**config.mk**
```make
export PLATFORM = sky130hd
export DESIGN_NAME = base64_stream_encoder_flat
export DESIGN_NICKNAME = d
export VERILOG_FILES = /design/src/sv/b64e_pkg.sv /design/src/sv/b64e_if.sv /design/src/sv/base64_stream_encoder.sv /design/src/sv/b64e_front.sv /design/src/sv/b64e_queue.sv /design/src/sv/b64e_back.sv /design/src/flat_wrapper.sv
export SDC_FILE = /design/constraint.sdc
export NUM_CORES = 1
export LEC_CHECK = 0
export BUFFER_PORTS_ARGS = -buffer_cell sky130_fd_sc_hd__buf_4
export CAP_MARGIN = 20
export CORE_MARGIN = 2
export CORE_UTILIZATION = 48
export CTS_CLUSTER_DIAMETER = 80
export DETAILED_ROUTE_END_ITERATION = 16
export PLACE_DENSITY = 0.7
export SYNTH_ARGS = -nofsm -noshare
export SYNTH_HDL_FRONTEND = slang
export SYNTH_HIERARCHICAL = 1
export SYNTH_SLANG_ARGS = --single-unit
```
**constraint.sdc**
```tcl
create_clock -name clock -period 7.2 [get_ports clock]
set_clock_uncertainty 0.05 [all_clocks]
set_input_delay 0.36 -clock clock [delete_from_list [all_inputs] [get_ports clock]]
set_output_delay 0.36 -clock clock [all_outputs]
set_load 0.02 [all_outputs]
```
**src/sv/b64e_pkg.sv**
```systemverilog
// Shared types, character constants and the sextet-to-ASCII mapping
// for the Base64 stream encoder. No dependencies.
package b64e_pkg;

   localparam logic [7:0] CharUpperA = 8'h41;  // 'A'
   localparam logic [7:0] CharLowerA = 8'h61;  // 'a'
   localparam logic [7:0] CharZero   = 8'h30;  // '0'
   localparam logic [7:0] CharPlus   = 8'h2B;  // '+'
   localparam logic [7:0] CharSlash  = 8'h2F;  // '/'
   localparam logic [7:0] CharMinus  = 8'h2D;  // '-'
   localparam logic [7:0] CharUnder  = 8'h5F;  // '_'
   localparam logic [7:0] CharPad    = 8'h3D;  // '='

   localparam logic [5:0] SextetLowerStart = 6'd26;
   localparam logic [5:0] SextetDigitStart = 6'd52;
   localparam logic [5:0] SextetPlus       = 6'd62;
   localparam logic [5:0] SextetSlash      = 6'd63;

   localparam int unsigned SymsPerJob = 4;

   // One output symbol: a padding mark or a 6-bit alphabet index
   typedef struct packed {
      logic       pad;
      logic [5:0] value;
   } sym_type;

   // Work for the back end produced by one input byte
   typedef struct packed {
      sym_type [SymsPerJob-1:0] syms;
      logic [1:0]               last_idx;  // index of the final symbol of this job
      logic                     eom;       // final symbol closes the message
   } job_type;

   function automatic logic [7:0] sextet_char(input logic [5:0] v, input logic url);
      logic [7:0] c;
      if (v < SextetLowerStart) begin
         c = CharUpperA + {2'b00, v};
      end else if (v < SextetDigitStart) begin
         c = CharLowerA + {2'b00, v - SextetLowerStart};
      end else if (v < SextetPlus) begin
         c = CharZero + {2'b00, v - SextetDigitStart};
      end else if (v == SextetPlus) begin
         c = url ? CharMinus : CharPlus;
      end else begin
         c = url ? CharUnder : CharSlash;
      end
      return c;
   endfunction

endpackage

```
**src/sv/b64e_if.sv**
```systemverilog
// Valid/ready channel interfaces for request bytes, response characters
// and the configuration write. Depends on nothing.
interface b64e_req_if;
   logic       valid;
   logic       ready;
   logic [7:0] data_byte;
   logic       last_byte;
   modport source (output valid, output data_byte, output last_byte, input ready);
   modport sink (input valid, input data_byte, input last_byte, output ready);
endinterface

interface b64e_rsp_if;
   logic       valid;
   logic       ready;
   logic [7:0] out_char;
   logic       last_char;
   modport source (output valid, output out_char, output last_char, input ready);
   modport sink (input valid, input out_char, input last_char, output ready);
endinterface

interface b64e_csr_if;
   logic valid;
   logic ready;
   logic url_alphabet;
   modport source (output valid, output url_alphabet, input ready);
   modport sink (input valid, input url_alphabet, output ready);
endinterface

```
**src/sv/base64_stream_encoder.sv**
```systemverilog
// Base64 stream encoder top level: configuration register, front end, job queue and back end.
// Depends on b64e_pkg, the channel interfaces and the b64e_* submodules.
//
// One raw byte per request transfer (last_byte marks the end of a message) becomes one to four
// ASCII characters on the response channel, one character per cycle while the response channel
// is ready, from a registered output. A byte at group position 0 or 1 gives one character, at
// position 2 two; a flagged last byte at position 0 gives four (two of them '='), at position 1
// three (one '='). The output register sets the rate, so a long message gives four characters
// for every three bytes. A queue of QueueDepth jobs lets bytes be taken while characters of
// earlier bytes are still waiting; the first character of a byte passes through the queue and
// then the output register before it is visible. url_alphabet selects '-' and '_' instead of
// '+' and '/'; write it only once all characters have gone. A write in the middle of a message
// applies to every character loaded into the output register after it, queued bytes included.
module base64_stream_encoder #(
   parameter int unsigned QueueDepth = 2
) (
   input  logic       clock,
   input  logic       reset,
   b64e_req_if.sink   req_if,
   b64e_rsp_if.source rsp_if,
   b64e_csr_if.sink   csr_if
);

   logic url_alphabet_ff;
   logic push, pop, full, empty;
   b64e_pkg::job_type push_job, head;

   assign csr_if.ready = 1'b1;

   always_ff @(posedge clock) begin
      if (reset) begin
         url_alphabet_ff <= 1'b0;
      end else if (csr_if.valid) begin
         url_alphabet_ff <= csr_if.url_alphabet;
      end
   end

   b64e_front u_front (
      .clock      (clock),
      .reset      (reset),
      .req_if     (req_if),
      .queue_full (full),
      .push_valid (push),
      .push_job   (push_job)
   );

   b64e_queue #(
      .Depth (QueueDepth)
   ) u_queue (
      .clock    (clock),
      .reset    (reset),
      .push     (push),
      .push_job (push_job),
      .full     (full),
      .pop      (pop),
      .head     (head),
      .empty    (empty)
   );

   b64e_back u_back (
      .clock        (clock),
      .reset        (reset),
      .url_alphabet (url_alphabet_ff),
      .head         (head),
      .empty        (empty),
      .pop          (pop),
      .rsp_if       (rsp_if)
   );

endmodule

```
**src/sv/b64e_front.sv**
```systemverilog
// Front end: accepts raw bytes, tracks group position and leftover bits,
// and builds one symbol job per byte. Uses b64e_pkg and b64e_req_if.
module b64e_front (
   input  logic              clock,
   input  logic              reset,
   b64e_req_if.sink          req_if,
   input  logic              queue_full,
   output logic              push_valid,
   output b64e_pkg::job_type push_job
);

   logic [1:0] pos_ff, pos_in;
   logic [3:0] carry_ff, carry_in;
   logic       take;
   b64e_pkg::job_type job;

   assign req_if.ready = !queue_full;
   assign take         = req_if.valid && !queue_full;
   assign push_valid   = take;
   assign push_job     = job;

   always_comb begin
      logic [7:0] b;
      b        = req_if.data_byte;
      job      = '0;
      job.eom  = req_if.last_byte;
      pos_in   = pos_ff;
      carry_in = carry_ff;
      unique case (pos_ff)
         2'd1: begin
            job.syms[0].value = {carry_ff[1:0], b[7:4]};
            if (req_if.last_byte) begin
               job.syms[1].value = {b[3:0], 2'b00};
               job.syms[2].pad   = 1'b1;
               job.last_idx      = 2'd2;
               pos_in            = 2'd0;
               carry_in          = 4'd0;
            end else begin
               job.last_idx = 2'd0;
               pos_in       = 2'd2;
               carry_in     = b[3:0];
            end
         end
         2'd2: begin
            job.syms[0].value = {carry_ff, b[7:6]};
            job.syms[1].value = b[5:0];
            job.last_idx      = 2'd1;
            pos_in            = 2'd0;
            carry_in          = 4'd0;
         end
         default: begin
            // start of group; the unused code behaves the same
            job.syms[0].value = b[7:2];
            if (req_if.last_byte) begin
               job.syms[1].value = {b[1:0], 4'b0000};
               job.syms[2].pad   = 1'b1;
               job.syms[3].pad   = 1'b1;
               job.last_idx      = 2'd3;
               pos_in            = 2'd0;
               carry_in          = 4'd0;
            end else begin
               job.last_idx = 2'd0;
               pos_in       = 2'd1;
               carry_in     = {2'b00, b[1:0]};
            end
         end
      endcase
   end

   always_ff @(posedge clock) begin
      if (reset) begin
         pos_ff   <= 2'd0;
         carry_ff <= 4'd0;
      end else if (take) begin
         pos_ff   <= pos_in;
         carry_ff <= carry_in;
      end
   end

endmodule

```
**src/sv/b64e_queue.sv**
```systemverilog
// Small job queue that decouples the front end from the character output.
// Uses b64e_pkg for the job type.
module b64e_queue #(
   parameter int unsigned Depth = 2
) (
   input  logic              clock,
   input  logic              reset,
   input  logic              push,
   input  b64e_pkg::job_type push_job,
   output logic              full,
   input  logic              pop,
   output b64e_pkg::job_type head,
   output logic              empty
);

   localparam int unsigned PtrW = (Depth > 1) ? $clog2(Depth) : 1;
   localparam int unsigned CntW = $clog2(Depth + 1);
   localparam logic [PtrW-1:0] LastPtr = PtrW'(Depth - 1);
   localparam logic [CntW-1:0] FullCnt = CntW'(Depth);

   b64e_pkg::job_type mem_ff [Depth];
   logic [PtrW-1:0] wr_ptr_ff, rd_ptr_ff;
   logic [CntW-1:0] count_ff;

   assign full  = (count_ff == FullCnt);
   assign empty = (count_ff == '0);
   assign head  = mem_ff[rd_ptr_ff];

   always_ff @(posedge clock) begin
      if (push) begin
         mem_ff[wr_ptr_ff] <= push_job;
      end
   end

   always_ff @(posedge clock) begin
      if (reset) begin
         wr_ptr_ff <= '0;
         rd_ptr_ff <= '0;
         count_ff  <= '0;
      end else begin
         if (push) begin
            wr_ptr_ff <= (wr_ptr_ff == LastPtr) ? '0 : wr_ptr_ff + 1'b1;
         end
         if (pop) begin
            rd_ptr_ff <= (rd_ptr_ff == LastPtr) ? '0 : rd_ptr_ff + 1'b1;
         end
         if (push && !pop) begin
            count_ff <= count_ff + 1'b1;
         end else if (pop && !push) begin
            count_ff <= count_ff - 1'b1;
         end
      end
   end

endmodule

```
**src/sv/b64e_back.sv**
```systemverilog
// Back end: walks the symbols of the head job, maps each to ASCII and
// holds it in the output register. Uses b64e_pkg and b64e_rsp_if.
module b64e_back (
   input  logic              clock,
   input  logic              reset,
   input  logic              url_alphabet,
   input  b64e_pkg::job_type head,
   input  logic              empty,
   output logic              pop,
   b64e_rsp_if.source        rsp_if
);

   logic [1:0] idx_ff;
   logic       rsp_valid_ff;
   logic [7:0] char_ff, char_in;
   logic       last_ff;
   logic       load;
   logic       final_sym;
   b64e_pkg::sym_type sym;

   assign load      = !empty && (!rsp_valid_ff || rsp_if.ready);
   assign sym       = head.syms[idx_ff];
   assign final_sym = (idx_ff == head.last_idx);
   assign pop       = load && final_sym;
   assign char_in   = sym.pad ? b64e_pkg::CharPad
                              : b64e_pkg::sextet_char(sym.value, url_alphabet);

   assign rsp_if.valid     = rsp_valid_ff;
   assign rsp_if.out_char  = char_ff;
   assign rsp_if.last_char = last_ff;

   always_ff @(posedge clock) begin
      if (reset) begin
         idx_ff       <= 2'd0;
         rsp_valid_ff <= 1'b0;
      end else begin
         if (load) begin
            rsp_valid_ff <= 1'b1;
            idx_ff       <= final_sym ? 2'd0 : idx_ff + 2'd1;
         end else if (rsp_if.ready) begin
            // drop the transferred character
            rsp_valid_ff <= 1'b0;
         end
      end
   end

   always_ff @(posedge clock) begin
      if (load) begin
         char_ff <= char_in;
         last_ff <= head.eom && final_sym;
      end
   end

endmodule
```
**src/flat_wrapper.sv**
```systemverilog
// flat-port wrapper written by rule: the top's interface ports become plain ports
module base64_stream_encoder_flat 
#(
   parameter int unsigned QueueDepth = 2
)
  (clock, reset, req_if_valid, req_if_data_byte, req_if_last_byte, req_if_ready, rsp_if_valid, rsp_if_out_char, rsp_if_last_char, rsp_if_ready, csr_if_valid, csr_if_url_alphabet, csr_if_ready);
  b64e_req_if req_if_i ();
  b64e_rsp_if rsp_if_i ();
  b64e_csr_if csr_if_i ();
  input  logic clock;
  input  logic reset;
  input wire logic [$bits(req_if_i.valid)-1:0] req_if_valid;
  input wire logic [$bits(req_if_i.data_byte)-1:0] req_if_data_byte;
  input wire logic [$bits(req_if_i.last_byte)-1:0] req_if_last_byte;
  output wire logic [$bits(req_if_i.ready)-1:0] req_if_ready;
  output wire logic [$bits(rsp_if_i.valid)-1:0] rsp_if_valid;
  output wire logic [$bits(rsp_if_i.out_char)-1:0] rsp_if_out_char;
  output wire logic [$bits(rsp_if_i.last_char)-1:0] rsp_if_last_char;
  input wire logic [$bits(rsp_if_i.ready)-1:0] rsp_if_ready;
  input wire logic [$bits(csr_if_i.valid)-1:0] csr_if_valid;
  input wire logic [$bits(csr_if_i.url_alphabet)-1:0] csr_if_url_alphabet;
  output wire logic [$bits(csr_if_i.ready)-1:0] csr_if_ready;
  assign req_if_i.valid = req_if_valid;
  assign req_if_i.data_byte = req_if_data_byte;
  assign req_if_i.last_byte = req_if_last_byte;
  assign req_if_ready = req_if_i.ready;
  assign rsp_if_valid = rsp_if_i.valid;
  assign rsp_if_out_char = rsp_if_i.out_char;
  assign rsp_if_last_char = rsp_if_i.last_char;
  assign rsp_if_i.ready = rsp_if_ready;
  assign csr_if_i.valid = csr_if_valid;
  assign csr_if_i.url_alphabet = csr_if_url_alphabet;
  assign csr_if_ready = csr_if_i.ready;
  base64_stream_encoder #(.QueueDepth(QueueDepth)) u_core (.clock(clock), .reset(reset), .req_if(req_if_i), .rsp_if(rsp_if_i), .csr_if(csr_if_i));
endmodule
```
==> results, run 1 <==
- The die boundary width is approximately 99 um.
- The maximum level of the CTS H-tree is 3.
- The final route contains between 2000 and 3000 vias.
- After detailed routing, the number of remaining DRC violations is 0.
- The clock tree from TritonCTS is done.
- In this run the count of I/O pins placed on the die edge is 27.
- In this run, CTS created clock tree buffers numbering 9.
- The setup path with the least slack is of type reg -> reg.
- The global placement routability congestion is roughly 0.95.
- The slack of the critical path is 2852 ps.
- The sequential share of the synthesized area is 56.09%.
- The via count of the first global-routing pass was 2509.
- The buffer count from post-CTS setup fixing is 0.
- The number of register bits inferred by synthesis is 86.
- The placeable core region is just under 9000 um2.
- The number of unique standard cell types used by synthesis is 50.
- The worst hold path belongs to the class in -> reg.
- Clock tree synthesis found a total of 86 sinks.
- Dividing the synthesized area by the synthesized cell count gives ~13 um2.
- The HPWL reported at the end of detailed placement is between 5 and 6 mm.
- The clock-pin slew reported for the worst setup and hold paths after clock tree synthesis is roughly 80 ps.
- Across the VDD grid, the largest voltage drop is 0.1740 mV.
- The count of flip-flops with a built-in enable after synthesis is 71.
- After technology mapping, the gate count stands at 330.
- The total leakage power is around 1.8 nW.
- The final-stage net count is approximately 380.
- Of all nets on the critical path, the largest fanout is 17.
- The count of routing violations after the opening detailed-route iteration is around 140.
- The routed length per placed instance is 15.23 um.
- The worst setup path is launched from a flip-flop.
- The insertion delay of the later-clocked pin in the worst-skew pair is ~340 ps.
- The highest clock rate is 230.0 MHz.
- The worst setup slack before clock tree synthesis is approximately 2900 ps.
- STA classifies the critical path endpoint as a flip-flop.
- The share of synthesized area in the top cell type comes to 49.16%.
- The total detailed-routing wirelength is 7.097 mm.
- The tightest slew margin relative to the limit is a little under half.
- The worst-margin pin slew is roughly 780 ps.
- The data required time of the critical path is about 7300 ps.
- In this run the deepest clock path goes through 2 buffers.
- The initial antenna violation count was 0.
- The area added between synthesis and finish is 9.579%.
- Gates resized during post-CTS repair numbered 0.
- The die height is about 100 um.
- Data on the critical path arrives at its endpoint at 4400 ps.
- For the finished layout, the period the worst path requires is 4348 ps.
- The setup total negative slack is 0 ps.
- The cell type contributing the most total cell area after synthesis is edfxtp_1.
- The count of final hold-check violations is 0.
- Buffers placed on the I/O ports in this run total 25.
- For this run, asynchronously set or reset flops after synthesis account for 0%.
- The largest net degree at the start of global routing is 32.
- The repair_antennas step left the layout with diodes totalling 0.
- Fill cells in the final layout number 703.
- The fraction of final layout cells with drive strength greater than 1 is about 25%.
- Sorting the synthesized cells by area gives the leading types as edfxtp_1, mux2_2, dfxtp_1.
- The count of pins over their slew limit is 0.
- The die covers 9811 um2.
- The global-route wire length before repair is ~12 mm.
- The initial core utilization is about half.
- The cell area after synthesis is roughly 4300 um2.
- Hold repair after CTS inserted 0 buffers.
- Across every metal layer, demand over resource in global routing totals 15.60%.
- The most used flip-flop cell after synthesis is edfxtp_1.
- The cell sitting at the root of the clock tree is a clkbuf_8.
- The final global-route overflow total is 0.
- The placement row count is 34.
- The final-report setup violation count is 0.
- The power per standard cell area is ~440 nW/um2.
- In this run the most critical hold path is launched from csr_if_url_alphabet.
- In this run the remaining antenna-violating nets after routing total 0.
- The average via count per standard cell is 5.414.
- The number of warnings reported in the yosys synthesis log is 6.
- Max-cap violations in this run came to 0.
- The first detailed-routing pass took 4 iterations.
- The flow ran to the end, and the final reports show no timing, DRC or antenna violations.
- The part of the cycle the worst path needs is about three fifths.
- Setup repair after global routing left no endpoint under its margin.
metrics by stage:
stage	hold WS, ps	cell area, um2	power, mW	std cells	utilization [%]
2_1_floorplan	379.1	4385	1.534	343	-
6_report	199.6	4752	2.079	466	54.49
4_1_cts	186.2	4752	2.089	466	54.49
3_5_place_dp	418.4	4537	1.725	450	52.02
3_3_place_gp	418.3	4537	1.715	450	52.02
5_1_grt	197.1	4752	2.234	466	54.49
state kept, by name, indices dropped and copies added (netlist names), 2 cells and up, named ones only:
signal	flops
u_core/u_queue/mem_ff	62
u_core/u_back/rsp_if.out_char	8
u_core/u_front/carry_ff	4
u_core/u_back/idx_ff	2
u_core/u_front/pos_ff	2
u_core/u_queue/count_ff	2
cells in the mapped netlist (2+ instances only):
library cell	instances
a21oi_1	13
a22o_1	4
a22oi_1	8
a32oi_1	2
and2_1	4
buf_2	4
buf_4	20
clkbuf_1	3
conb_1	2
dfxtp_1	15
edfxtp_1	71
ha_1	15
inv_1	14
mux2_2	32
mux2i_1	4
mux4_2	6
nand2_1	18
nand2b_1	4
nand3_1	6
nand4_1	2
nor2_1	17
nor2b_1	8
nor3_1	3
nor4_1	2
o211a_1	2
o21ai_0	15
xnor2_1	5
xor2_1	9
placed cells by master, fill, tap and decap left out, types with 3 or more instances in the layout:
cell type / count
ha_1: 15
o21ai_0: 15
edfxtp_1: 71
mux2i_1: 4
nor3_1: 3
a22o_1: 4
xor2_1: 9
nand3_1: 6
nand2_1: 18
mux2_2: 32
nor2b_1: 7
dfxtp_1: 15
clkbuf_8: 9
and2_1: 4
xnor2_1: 5
buf_4: 28
nand2b_1: 4
a22oi_1: 8
nor2_1: 17
a21oi_1: 13
inv_1: 14
conb_1: 15
mux4_2: 6
cell type report:
cell class | instances | area, um2 | share of cell area (%)
clock inverters | 5 | 83.83 | 1.764
well taps | 108 | 135.1 | 2.844
multi-input cells | 214 | 1707 | 35.91
clock buffers | 11 | 131.4 | 2.765
inverters | 14 | 52.55 | 1.106
flip-flops and latches | 86 | 2432 | 51.18
repair buffers | 28 | 210.2 | 4.423
worst max-delay path, stage by stage, from the launching register on:
cell      delay (ps)
dfxtp_1          800
buf_4            350
mux2_2           360
mux4_2           620
ha_1             310
inv_1             90
o221ai_1         150
a21oi_1          650
o21ai_0          290
o211a_1          200
a211o_1          260
routing by layer:
layer	routed length (um)	GRT usage (%)	part of all wire [%]
met5	0	0	0
met4	120	6.639	1.7
met3	342	3.191	4.8
met2	3457	24.58	49
met1	3176	21.11	45
power breakdown:
part / internal [mW] / switching, mW / leakage, nW / total, mW
clock: 0.196 / 0.162 / 0.0998 / 0.359
sequential: 0.677 / 0.0691 / 0.790 / 0.746
combinational: 0.431 / 0.543 / 0.861 / 0.974
total: 1.30 / 0.774 / 1.75 / 2.08
path summary, 6_finish.rpt:
check                           slack (ps)  cells past startpoint                                              to
worst min-delay path                   200                      3             u_core/url_alphabet_ff$_SDFFE_PP0P_
worst min register to register         430                      1         u_core/u_front/carry_ff[2]$_SDFFE_PP0P_
worst max-delay path                  2850                     10  u_core/u_back/rsp_if.out_char[5]$_SDFFCE_PP1P_
worst max register to register        2850                     10  u_core/u_back/rsp_if.out_char[5]$_SDFFCE_PP1P_
logic make-up after synthesis:
| group | after synthesis | synth area share, % |
|---|---|---|
| compound gates | 53 | 8.281 |
| xor+xnor | 15 | 3.462 |
| fa+ha+maj | 15 | 4.328 |
| buf+inv | 43 | 5.741 |
| flops | 86 | 56.09 |
| mux | 43 | 12.95 |
| other cells | 2 | 0.1732 |
| simple gates | 73 | 8.973 |
(Power assumes the default switching activity.)
==> run 2, diff against run 1 <==
- PLACE_DENSITY: 0.7 -> 0.73
- clock period: 7.2 -> 3.8 ns (I/O delays scaled with it)
==> results, run 2 (synthesis gave the netlist of run 1 again) <==
- The layer flagged by global routing as most heavily used is met2.
- Once placement finished, the instance area stood at 4567 um2.
- The tightest slew margin relative to the limit is approximately half.
- The run finished with clean final reports.
- The worst setup path is of the reg -> reg kind.
- The data arrival time at the worst-slack endpoint is roughly 3700 ps.
- The final hold slack is ~27 ps.
- Once routing completed, OpenROAD measured the worst setup slack at 213.4 ps.
- The library cell contributing the largest single delay on the critical path is dfxtp_1.
- The via count of the first global-routing pass was 2596.
- The insertion delay of the later-clocked pin in the worst-skew pair is about 360 ps.
- The die area is just under 10000 um2.
- The total non-filler cell area in the finished layout is between 4000 and 5000 um2.
- Routability-driven placement finished with a final weighted congestion of ~0.90.
- The worst path uses 94.38% of the clock period.
- The number of vias in the routed layout is 2580.
- The worst register-to-register path ends at u_core/u_back/rsp_if.out_char[5]$_SDFFCE_PP1P_.
- The fraction of final layout cells with drive strength greater than 1 is between 20% and 30%.
- The count of routing violations after the opening detailed-route iteration is around 110.
- The data required time of the critical path is roughly 3900 ps.
- The initial antenna violation count is 0.
- The placeable core region is 8721 um2.
- After clock tree synthesis, the clock-pin slew on the worst setup and hold paths is about 80 ps.
- The largest net degree at the start of global routing is 32.
- Setup total negative slack on the finished layout was measured at 0 ps.
- The count of cells along the worst register-to-register path is 9.
- The routed length per placed instance is roughly 16 um.
- In the routed design, unresolved DRC markers number 0.
- The global routing usage on met1 is 21.05%.
- The worst hold path was traced through 3 stages.
- The die is 99.05 um wide.
- The setup slack of the worst register-to-register path is 210 ps.
- The global-route wire length before repair is around 13 mm.
- The maximum fanout count along the critical path is 13.
- Once detailed placement completed, the half-perimeter wirelength came to between 5 and 6 mm.
- Global routing used approximately 17% of the available tracks.
- The final global-route overflow total is 0.
- Global routing consumed, on the met2 layer, 27.23% of the routing resources.
- Clock tree synthesis found a total of 86 sinks.
- Once the floorplan was initialized, standard cells occupied between 40 and 50% of the core.
- The min-delay analysis places its worst path in the category in -> reg.
- The startpoint kind of the worst setup timing path is a flip-flop.
- Traced cell by cell, the critical path runs through mux2_2 -> mux4_2 -> ha_1 -> inv_1 -> o221ai_1 -> a21oi_1 -> o21ai_0 -> o211a_1 -> a211o_1.
- STA classifies the critical path endpoint as a flip-flop.
- The count of final hold-check violations came to 0.
- From synthesis to final layout, the design area changed by 9.550%.
- The total clock buffers created by CTS is 9.
- The number of detailed-route iterations in the first pass is 4.
- The total leakage power is around 1.8 nW.
- After floorplanning, the core was divided into 34 placement rows.
- The largest voltage drop on the vdd net is 0.4255 mV.
- The number of buffers between clock root and the deepest sink is 2.
- The die height is between 90 and 100 um.
- At the pin with the least slew margin, the transition time is 773.1 ps.
- The max-capacitance violation count is 0.
- The buffer type at the clock tree root is clkbuf_8.
- The maximum level of the CTS H-tree is 3.
- The fill cell total of the finished layout is 713.
- The total detailed-routing wirelength is 7.649 mm.
- Setup repair after global routing left no endpoint under its margin.
- The launch point of the worst hold path is csr_if_valid.
- Before CTS, the worst setup slack after placement is between 200 and 250 ps.
- Setup violations remaining at the end of the flow were counted as 0.
- The end-of-flow core utilization is about 54%.
- Leaving out fill and tap cells, the most frequent cell in the layout is edfxtp_1.
- The count of pins over their slew limit is 0.
- Global routing consumed, on the met3 layer, ~4.0% of the routing resources.
- The detail route stage leaves a number of antenna-violating nets equal to 0.
- The average via count per standard cell is ~5.5.
- The antenna cell count is 0.
- In this run the count of I/O pins placed on the die edge is 27.
- The shortest clock period the worst path allows after layout is around 3600 ps.
- The final-stage net count is a little under 400.
- The peak per-stage delay on the critical path is between 600 and 700 ps.
- The highest clock rate is approximately 280 MHz.
- The clock tree from TritonCTS is done.
- In the layout the commonest cells are edfxtp_1, buf_4, mux2_2, nand2_1, nor2_1.
- The register with the most flip-flops in the layout has 62 of them.
- The endpoint with the worst hold slack is u_core/url_alphabet_ff$_SDFFE_PP0P_.
- Dividing total power by cell area gives a power density of around 820 nW/um2.
- The port buffer count is 25.
- Ranked by flip-flop count, first place goes to u_core/u_queue/mem_ff.
## run 2: cell types whose count changed in the layout (fill, tap and decap cells not counted)
cell | previous run | this run
bufinv_16 | 2 | 0
inv_6 | 0 | 2
clkbuf_1 | 2 | 1
dlygate4sd3_1 | 0 | 1
buf_4 | 28 | 32
clkinv_2 | 0 | 1
## run 2: stage by stage
| stage | power, mW | cells |
|---|---|---|
| final | 3.894 | 471 |
| after global routing | 4.181 | 471 |
| after CTS | 3.913 | 471 |
| after detailed placement | 3.333 | 454 |
| after global placement | 3.278 | 454 |
| after floorplan | 2.906 | 343 |
## run 2: routing by layer
metal	vias up	share of wire [%]	wire length (um)
li1	1246	-	-
met1	1247	44	3361
met2	73	49	3765
met3	14	5.0	380
met4	0	1.8	141
met5	-	0	0
## run 2: worst max-delay path by stage
stage | cells after the start | slack (ps) | from | endpoint
after floorplan | 11 | 640 | flip-flop | u_core/u_back/rsp_if.out_char[5]$_SDFFCE_PP1P_
after global placement | 10 | 350 | flip-flop | u_core/u_back/rsp_if.out_char[5]$_SDFFCE_PP1P_
after detailed placement | 9 | 240 | flip-flop | u_core/u_back/rsp_if.out_char[5]$_SDFFCE_PP1P_
after CTS | 9 | 230 | flip-flop | u_core/u_back/rsp_if.out_char[5]$_SDFFCE_PP1P_
after global routing | 9 | 30 | flip-flop | u_core/u_back/rsp_if.out_char[5]$_SDFFCE_PP1P_
final | 9 | 210 | flip-flop | u_core/u_back/rsp_if.out_char[5]$_SDFFCE_PP1P_
## run 2: repair_timing
action                    4_1_cts  5_1_grt
hold buffers                    1        0
hold endpoints to repair        1        0
setup buffers                   0        0
gates resized for setup         0        0
## run 2: power by group
part           switching, mW  internal, mW
registers              0.109          1.28
logic                   1.08         0.856
clock network          0.327         0.242
total                   1.51          2.38
## run 2: layout make-up
type	instances	area (um2)	area share (%)
Tap cell	108	135.1	2.844
Sequential cell	86	2432	51.20
Clock inverter	6	46.29	0.9745
Inverter	14	52.55	1.106
Multi-Input combinational cell	214	1707	35.92
Clock buffer	10	127.6	2.686
Timing Repair Buffer	33	250.2	5.267
## run 2: worst max-delay path, delay by kind of cell (launching register included)
family	cells	cell delay [ps]
AO/OA/AOI/OAI	5	1340
flip-flops	1	650
multiplexers	2	950
adder cells (fa/ha/maj)	1	280
buffers and inverters	1	90
==> run 3, diff against run 2 <==
- MAX_ROUTING_LAYER: default -> met4
==> results, run 3 (synthesis gave the netlist of run 1 again) <==
- 27 I/O pins were placed.
- Data on the critical path is required at its endpoint by 3860 ps.
- The total overflow left after global routing is 0.
- Dividing the detail-routed wire length by the instance count gives 16.84 um.
- The analysis attributes to cell leakage a power of 1.772 nW.
- The register share of total power is 35.1%.
- The largest voltage drop on the vdd net is ~0.33 mV.
- The final-stage net count is 387.
- The port buffer count is 25.
- The placeable core region is roughly 8700 um2.
- The start-to-end type of the worst setup path is reg -> reg.
- For the final routed database, the setup TNS stands at 0 ps.
- The data arrival time at the worst-slack endpoint is roughly 3500 ps.
- The fill cell total of the finished layout is between 700 and 800.
- The routed design could run at a clock period as short as 3466 ps.
- The tree is rooted in a clkbuf_8.
- Across the run, the number of max-cap violations was 0.
- The placement row count is 34.
- Summed over all nets, wire length on met3 after detailed routing comes to 314 um.
- Power spread over the standard cell area amounts to ~840 nW/um2.
- After detailed routing, the number of remaining DRC violations is 0.
- The initial antenna violation count is 0.
- The run finished with clean final reports.
- The length of routed wiring on met1 is between 3 and 4 mm.
- The finished cells cover about 4800 um2.
- The total global routing track utilization is between 10% and 20%.
- The count of final hold-check violations came to 0.
- The combinational share of power is 49.0%.
- In the layout the commonest cells are edfxtp_1, buf_4, mux2_2, nand2_1, nor2_1.
- The count of pins over their slew limit is 0.
- The setup slack of the worst register-to-register path is roughly 330 ps.
- The global placement routability congestion is slightly above 0.9.
- Timing analysis after detailed placement gives a worst setup slack of approximately 170 ps.
- The via count of the first global-routing pass is about 2600.
- In this run, the number of DRC markers left after iteration 0 of detailed routing was roughly 120.
- At the pin with the least slew margin, the transition time is 773.2 ps.
- The number of antenna diodes in the final layout is 0.
- Detailed placement finished with a half-perimeter wire length of approximately 5.6 mm.
- In this run the tightest slew margin relative to its limit is between 40% and 50%.
- Per report_power, the clock group accounts for around 16% of the total.
- After detailed routing, the met2 layer carries about 3.9 mm of wire.
- TritonCTS built the clock tree.
- The detailed router used layers up to and including met4.
- The clock-pin slew reported for the worst setup and hold paths after clock tree synthesis is ~80 ps.
- The startpoint kind of the worst setup timing path is a flip-flop.
- Once the clock tree was built, the resizer swapped 0 gates to a different size.
- The initial utilization of the core area, before any placement, comes to around half.
- Setup repair after global routing left no endpoint under its margin.
- For the worst-skew pair, the clock arrives at the later sink with an insertion delay of between 300 and 400 ps.
- The net switching share of the total power is about two fifths.
- The total power after layout is roughly 4.0 mW.
- The worst hold path belongs to the class in -> reg.
- Before antenna repair, the detailed router went through 4 iterations.
- The final hold slack is about 26 ps.
- The worst register-to-register path ends at u_core/u_back/rsp_if.out_char[5]$_SDFFCE_PP1P_.
- The number of buffers between clock root and the deepest sink is 2.
- The internal power of the cells totals ~2.5 mW.
- The area added between synthesis and finish is 9.810%.
- For the worst flop-to-flop path, the logic depth is 10.
- Timing would allow up to 288.5 MHz.
- The buffer count from post-CTS setup fixing is 0.
- STA classifies the critical path endpoint as a flip-flop.
- The maximum level of the CTS H-tree is 3.
- The die is between 90 and 100 um tall.
- The die boundary width is 99.05 um.
- The register with the most flip-flops in the layout has 62 of them.
- The post-route non-filler standard cell count is 470.
- Dividing the final minimum period by the clock period gives 91.22%.
- The slack of the critical path is 333.8 ps.
- Buffers inserted to repair hold after CTS numbered 0.
- The post-route netlist has approximately a quarter of its cells at a drive strength greater than 1.
- The number of vias in the routed layout is 2635.
- Entering global routing, the biggest net connects 32 pins.
- The total detailed-routing wirelength is about 7.9 mm.
- The register bank with the most flops is u_core/u_queue/mem_ff.
- In this run the worst path has a maximum fanout of 13.
- The library cell used most frequently in the layout, excluding fill and tap cells, is edfxtp_1.
- In this run the power spent charging and discharging nets is roughly 1.5 mW.
- Counting the buffers created by CTS gives 9.
- The post-placement cell area is around 4600 um2.
- After detailed routing, the number of vias per cell comes to 5.606.
- The first global-routing pass estimated approximately 13 mm of wire.
- The total clock sinks is 86.
- The die covers 9811 um2.
- The endpoint of the most critical setup path is u_core/u_back/rsp_if.out_char[5]$_SDFFCE_PP1P_.
- The final-report setup violation count is 0.
- The end-of-flow core utilization is approximately 55%.
- In this run, placement finished with an instance count of ~450.
- The antenna violation net count after detailed routing is 0.
run 3: how the worst min path moves through the flow:
stage,depth (start not counted),from,to
2_1_floorplan,1,reset,u_core/u_back/idx_ff[1]$_SDFFE_PP0P_
3_3_place_gp,3,csr_if_url_alphabet,u_core/url_alphabet_ff$_SDFFE_PP0P_
3_5_place_dp,3,csr_if_url_alphabet,u_core/url_alphabet_ff$_SDFFE_PP0P_
4_1_cts,3,csr_if_url_alphabet,u_core/url_alphabet_ff$_SDFFE_PP0P_
5_1_grt,2,req_if_data_byte[2],u_core/u_front/carry_ff[2]$_SDFFE_PP0P_
6_report,3,csr_if_url_alphabet,u_core/url_alphabet_ff$_SDFFE_PP0P_
run 3: power by group through the flow:
stage	clock network, mW	logic, mW	registers [mW]
floorplan	0	1.47	1.43
global placement	0	1.87	1.41
detailed placement	0	1.94	1.42
CTS	0.650	1.94	1.40
global route	0.686	2.15	1.42
finish	0.631	1.95	1.40
run 3: per-layer routing:
layer,GRT usage [%],up-vias
met3,3.262,15
met2,28.74,83
met1,22.25,1295
met5,-,-
met4,8.008,0
li1,-,1242
run 3: area by class of cell:
type | instances | area (um2) | area share [%]
Timing Repair Buffer | 32 | 240.2 | 5.045
Sequential cell | 86 | 2434 | 51.10
Inverter | 14 | 52.55 | 1.104
Multi-Input combinational cell | 214 | 1707 | 35.84
Clock inverter | 4 | 48.80 | 1.025
Tap cell | 108 | 135.1 | 2.838
Clock buffer | 12 | 145.1 | 3.048
run 3: critical path, cell delays in order (launching register included):
cell      delay, ps
dfxtp_2         510
buf_4           260
mux2_2          370
mux4_2          570
inv_1           160
ha_1            280
nand3b_1        150
xor2_1          260
a21oi_1         110
o211a_1         240
a211o_1         260
